[src/sv/gfg_div.sv]
// Shared restoring divider for the gaze fixation grouper, one quotient bit per cycle.
// Standalone; used by gaze_fixation_grouper_unit for the running means.
module gfg_div #(
  parameter int DW = 19,
  parameter int VW = 7
) (
  input  logic          clk,
  input  logic          rst,
  input  logic          start,
  input  logic [DW-1:0] dividend,
  input  logic [VW-1:0] divisor,
  output logic          done,
  output logic [DW-1:0] quotient
);

  localparam int NW = $clog2(DW + 1);

  logic [VW-1:0] rem;
  logic [DW-1:0] quo;
  logic [VW-1:0] dsr;
  logic [NW-1:0] cnt;
  logic          busy;
  logic [VW:0]   shifted;
  logic          fits;

  assign shifted  = {rem, quo[DW-1]};
  assign fits     = shifted >= {1'b0, dsr};
  assign quotient = quo;

  always_ff @(posedge clk) begin
    if (rst) begin
      busy <= 1'b0;
      done <= 1'b0;
      cnt  <= '0;
    end else begin
      done <= 1'b0;
      if (start) begin
        busy <= 1'b1;
        cnt  <= NW'(DW);
      end else if (busy) begin
        cnt <= cnt - 1'b1;
        if (cnt == NW'(1)) begin
          busy <= 1'b0;
          done <= 1'b1;
        end
      end
    end
  end

  always_ff @(posedge clk) begin
    if (start) begin
      rem <= '0;
      quo <= dividend;
      dsr <= divisor;
    end else if (busy) begin
      if (fits) begin
        rem <= VW'(shifted - {1'b0, dsr});
      end else begin
        rem <= shifted[VW-1:0];
      end
      quo <= {quo[DW-2:0], fits};
    end
  end

endmodule

[config.mk]
export PLATFORM = sky130hd
export DESIGN_NAME = gfg_div
export DESIGN_NICKNAME = d
export VERILOG_FILES = /design/src/sv/gfg_div.sv
export SDC_FILE = /design/constraint.sdc
export NUM_CORES = 1
export LEC_CHECK = 0
export BUFFER_PORTS_ARGS = -buffer_cell sky130_fd_sc_hd__buf_2
export CAP_MARGIN = 30
export CORE_AREA = 2 2 66 83
export DETAILED_ROUTE_END_ITERATION = 16
export DIE_AREA = 0 0 68 85
export GPL_TIMING_DRIVEN = 0
export PLACE_DENSITY = 0.73
export SLEW_MARGIN = 20
export SYNTH_ARGS = -nofsm -noshare
export SYNTH_HDL_FRONTEND = slang
export SYNTH_SLANG_ARGS = --single-unit
[constraint.sdc]
create_clock -name clk -period 2.7 [get_ports clk]
set_clock_uncertainty 0.15 [all_clocks]
set_input_delay 0.405 -clock clk [delete_from_list [all_inputs] [get_ports clk]]
set_output_delay 0.405 -clock clk [all_outputs]
set_load 0.005 [all_outputs]
* After elaboration in Yosys (flattened, before gate mapping)
Index checks and enable logic that the tools add are counted.
** Storage, ports and cells
- Latch bits :: 0
- Bits in writable memories :: 0
- Bits in registers :: 40
- Word-level logic and storage cells :: 24
- ROM bits :: 0
- Input bits :: 29
- Memories kept :: 0
** Operators by class
- Reduce and logical (&&, ||, !) cells :: 3
- Equal/unequal tests :: 1
- Add/sub/neg operators :: 2
- Bitwise logic cells :: 1
- Div/mod/pow operators :: 0
- Mux-type cells :: 9
- Multipliers :: 0
- Shift operators :: 0
- Magnitude comparators :: 1
** Operators by type and width (count)
- $mux 19 :: 2
- $mux 5 :: 2
- $ge 8x7->1 :: 1
- $mux 7 :: 1
- $sub 7x7->7 :: 1
- $eq 5x1->1 const B :: 1
- $sub 5x1->5 const B :: 1
- $mux 1 :: 4
- $reduce_or 3->1 :: 1
- $reduce_bool 2->1 :: 1
- $reduce_or 2->1 :: 1
- $not 1->1 :: 1

* Depth between registers and ports, before layout
- Word-level depth :: 4
- Mapped depth :: 9

* Worst setup path after synthesis
OpenSTA, ideal clock, no wires.
- Path type :: reg2reg
- From :: register quo[18] (netlist: quotient[18])
- To :: register rem[2]
- Cell stages (with the launch flop) :: 10
- Arrival time :: 2112 ps
- Clock period less this slack :: 2350 ps
- Buffers on the path :: 2
- Required time :: 2462 ps
- Setup slack :: 350 ps
- Cell sequence :: edfxtp_1 -> inv_1 -> ha_1 -> fa_1 -> nand2b_1 -> a211o_1 -> buf_2 -> and3_1 -> buf_2 -> a311oi_2
** On the way
- Cells in the longest elaborated chain, start to end :: 2
- Elaborated cells between the ends (all ways) :: 3
** Ends and longest elaborated chain
- start: declaration :: line 19 : logic [DW-1:0] quo;
- start signal: assignment :: line 53 : quo <= dividend;
- start signal: assignment :: line 61 : quo <= {quo[DW-2:0], fits};
- $sub 7x7->7 / $ge 8x7->1 (equally long branches) :: line 57, 27
- $mux 7 * :: line 56 : if (fits) begin
- end signal: assignment :: line 57 : rem <= VW'(shifted - {1'b0, dsr});
- end signal: assignment :: line 59 : rem <= shifted[VW-1:0];
- end: declaration :: line 18 : logic [VW-1:0] rem;
Mark *: on every way between the ends. The rest lies on a longest branch, timed or not.
A chain may end at the register's enable or synchronous reset.

* Worst setup path in the final report
- From :: register quo[18] (netlist: quotient[18])
- To :: register rem[0]
Same word-level chain as after synthesis.

==> out/metrics.csv <==
metric,value,unit
status,"finished, final reports clean",
cts repair resizes,0,
design area,2470,um^2
minimum clock period,2540,ps
grt ovf,0,
top post-synthesis cells by area,"edfxtp_1 38%, dfxtp_1 14%, mux2_2 9.8%",
Worst Reg-to-Reg Cells,9,
worst path required time,2760,ps
Worst Hold Class,in2reg,
Post-synth EDFFs,26,
setup TNS,0,ps
drt pass-1 iters,4,
clk root buf,clkbuf_8,
Syn. warnings,0,
Slew Limit Headroom,49.6,%
Post-synth ARST share,0,%
Layout area overhead,19.2,%
Non-Filler Instances,297,
leading area contributor after synthesis,edfxtp_1,
RSZ-0062 raised after global routing,no,
average cell area after synthesis,11.6,um^2
die area,5780,um^2
H-tree depth,2,
final hold slack,135,ps
Die Span Y,85,um
critical path class,reg2reg,
total detailed-routing wirelength,4100,um
placed insts,289,
Netlist cell types,43,
total setup buffers inserted after CTS,0,
clock slew at reported path FFs,70,ps
TritonCTS buffer count,5,
Post-CTS Hold Buffers,0,
Remaining DRCs,0,
row cnt,29,
Synth Instances,179,
gr usage total,14.8,%
largest net degree at the start of global routing,20,
die span in x,68,um
GRT met3 Usage,3.58,%
final hold vios,0,
FMAX,0.394,GHz
initial antenna violation count,0,
layout cells sized above 1,34.5,%
CTS tree,built,
worst-path maximum fanout,9,
crit end category,register,
vias in the first global route,1498,
DRT antenna net count,0,
Initial Utilization,41.4,%
M2 GR Usage,24.1,%
r2r setup slk,160,ps
VDD IR max,0.470,mV
"Seq/Total Area, Yosys",51.2,%
most frequent cells in the layout,"52 x buf_2, 26 x edfxtp_1, 18 x mux2_2",
CTS max path bufs,2,
Worst-Margin Slew,755,ps
Slew Limit Fails,0,
post-layout util,49.4,%
DR vias/cell,5.29,
max_cap viols,0,
CP Launch Point,quotient[18],
Post-Syn Area,2070,um^2
Vias,1572,
GR Util met1,18.2,%
Worst-Skew Late Latency,290,ps
crit path DAT,2600,ps
antenna fix cells,0,
Yosys top cell area share,37.7,%
pwr dens,564,nW/um^2
Final Cycle Share,94.1,%
GR peak layer,met2,
Critical Path End,rem[0],
final setup vio count,0,
Post-Synthesis Net Count,218,
Yosys reg bits,40,
reg-to-reg startpoint,quotient[18],
first-pass GRT wire length,6580,um
WHS Path Cells,1,
FF-to-FF End,rem[0],
I/O Pins,49,
dpl hpwl,2980,um
GPL Wtd Cong,0.784,
CTS sink count,40,
mean routed wirelength per cell,13.8,um
LEAKAGE,1.02,nW
NumNets Final,273,
CP Launch Type,register,
IO Port Bufs,48,
Core ar.,5010,um^2
"most common cell after layout, fill and taps aside",buf_2,
Placement Cell Area,2390,um^2
DR iter-0 viols,54,
Synth Flop Type,edfxtp_1,
[critical path, cell delays in order, from the launching register on]
cell	delay, ps
edfxtp_1	360
inv_1	70
ha_1	210
fa_1	410
nand2b_1	200
a211o_1	260
buf_2	180
and3_1	190
buf_2	160
a311oi_2	260
[cells in the mapped netlist (2+ instances only)]
cell type  instances
nor2_1             6
a311oi_1           2
clkbuf_1           5
xnor2_1            6
o31ai_1            2
nor4b_1            2
nand2b_1           4
dfxtp_1           14
a21oi_1            5
and3_1             9
mux2_2            18
inv_1             14
nand3_1            2
ha_1               9
a311oi_2           2
nand2_1            8
a2111oi_0          2
nand4_1            2
nor3_1             4
a41oi_1            4
buf_2              4
or3b_2             2
edfxtp_1          26
o21ai_0            6
a21o_1             3
[state kept, by name, summed over array words and instances, names as in the netlist]
name	count
rem	7
cnt	5
dsr	7
done	1
quotient	19
busy	1
[cell type report]
| type | count | area (um^2) |
|---|---|---|
| clock inverters | 1 | 3.75 |
| flip-flops and latches | 40 | 1060 |
| repair buffers | 48 | 240 |
| clock buffers | 7 | 76.3 |
| plain buffers | 10 | 42.5 |
| inverters | 14 | 52.6 |
| fillers | 476 | 2540 |
| multi-input cells | 115 | 917 |
| well taps | 62 | 77.6 |
[stage by stage]
step	setup WS [ps]	total power, mW
after floorplan	350	0.926
after global placement	148	1.02
after detailed placement	105	1.02
after CTS	170	1.40
after global routing	57.6	1.45
final	160	1.39
[cells by family (layout without fill, tap and decap cells)]
kind of cell / Yosys count / in the layout / share of synthesized area [%]
simple gates: 46 / 46 / 12.6
flops: 40 / 40 / 51.2
compound gates: 34 / 34 / 12.5
buf+inv: 24 / 80 / 4.59
mux: 18 / 18 / 9.78
fa+ha+maj: 10 / 10 / 6.40
xor+xnor: 7 / 7 / 2.96
[power breakdown]
part | switching, mW | total [mW] | leakage, nW | internal (mW)
clock network | 0.204 | 0.384 | 0.0399 | 0.180
registers | 0.0296 | 0.744 | 0.375 | 0.715
logic | 0.136 | 0.265 | 0.609 | 0.129
total | 0.370 | 1.39 | 1.02 | 1.02
[worst min path at each step]
| stage | start | endpoint | slack, ps |
|---|---|---|---|
| final | divisor[5] | dsr[5] | 140 |
| after global routing | divisor[5] | dsr[5] | 130 |
| after CTS | divisor[6] | dsr[6] | 130 |
| after detailed placement | rem[1] | rem[2] | 380 |
| after global placement | rem[1] | rem[2] | 370 |
| after floorplan | rst | cnt[0] | 320 |
[per-layer routing]
| layer | routed length [um] | vias up |
|---|---|---|
| li1 | - | 782 |
| met5 | 0 | - |
| met4 | 90 | 0 |
| met1 | 1840 | 742 |
| met3 | 192 | 7 |
| met2 | 1980 | 41 |
(Power assumes the default switching activity.)
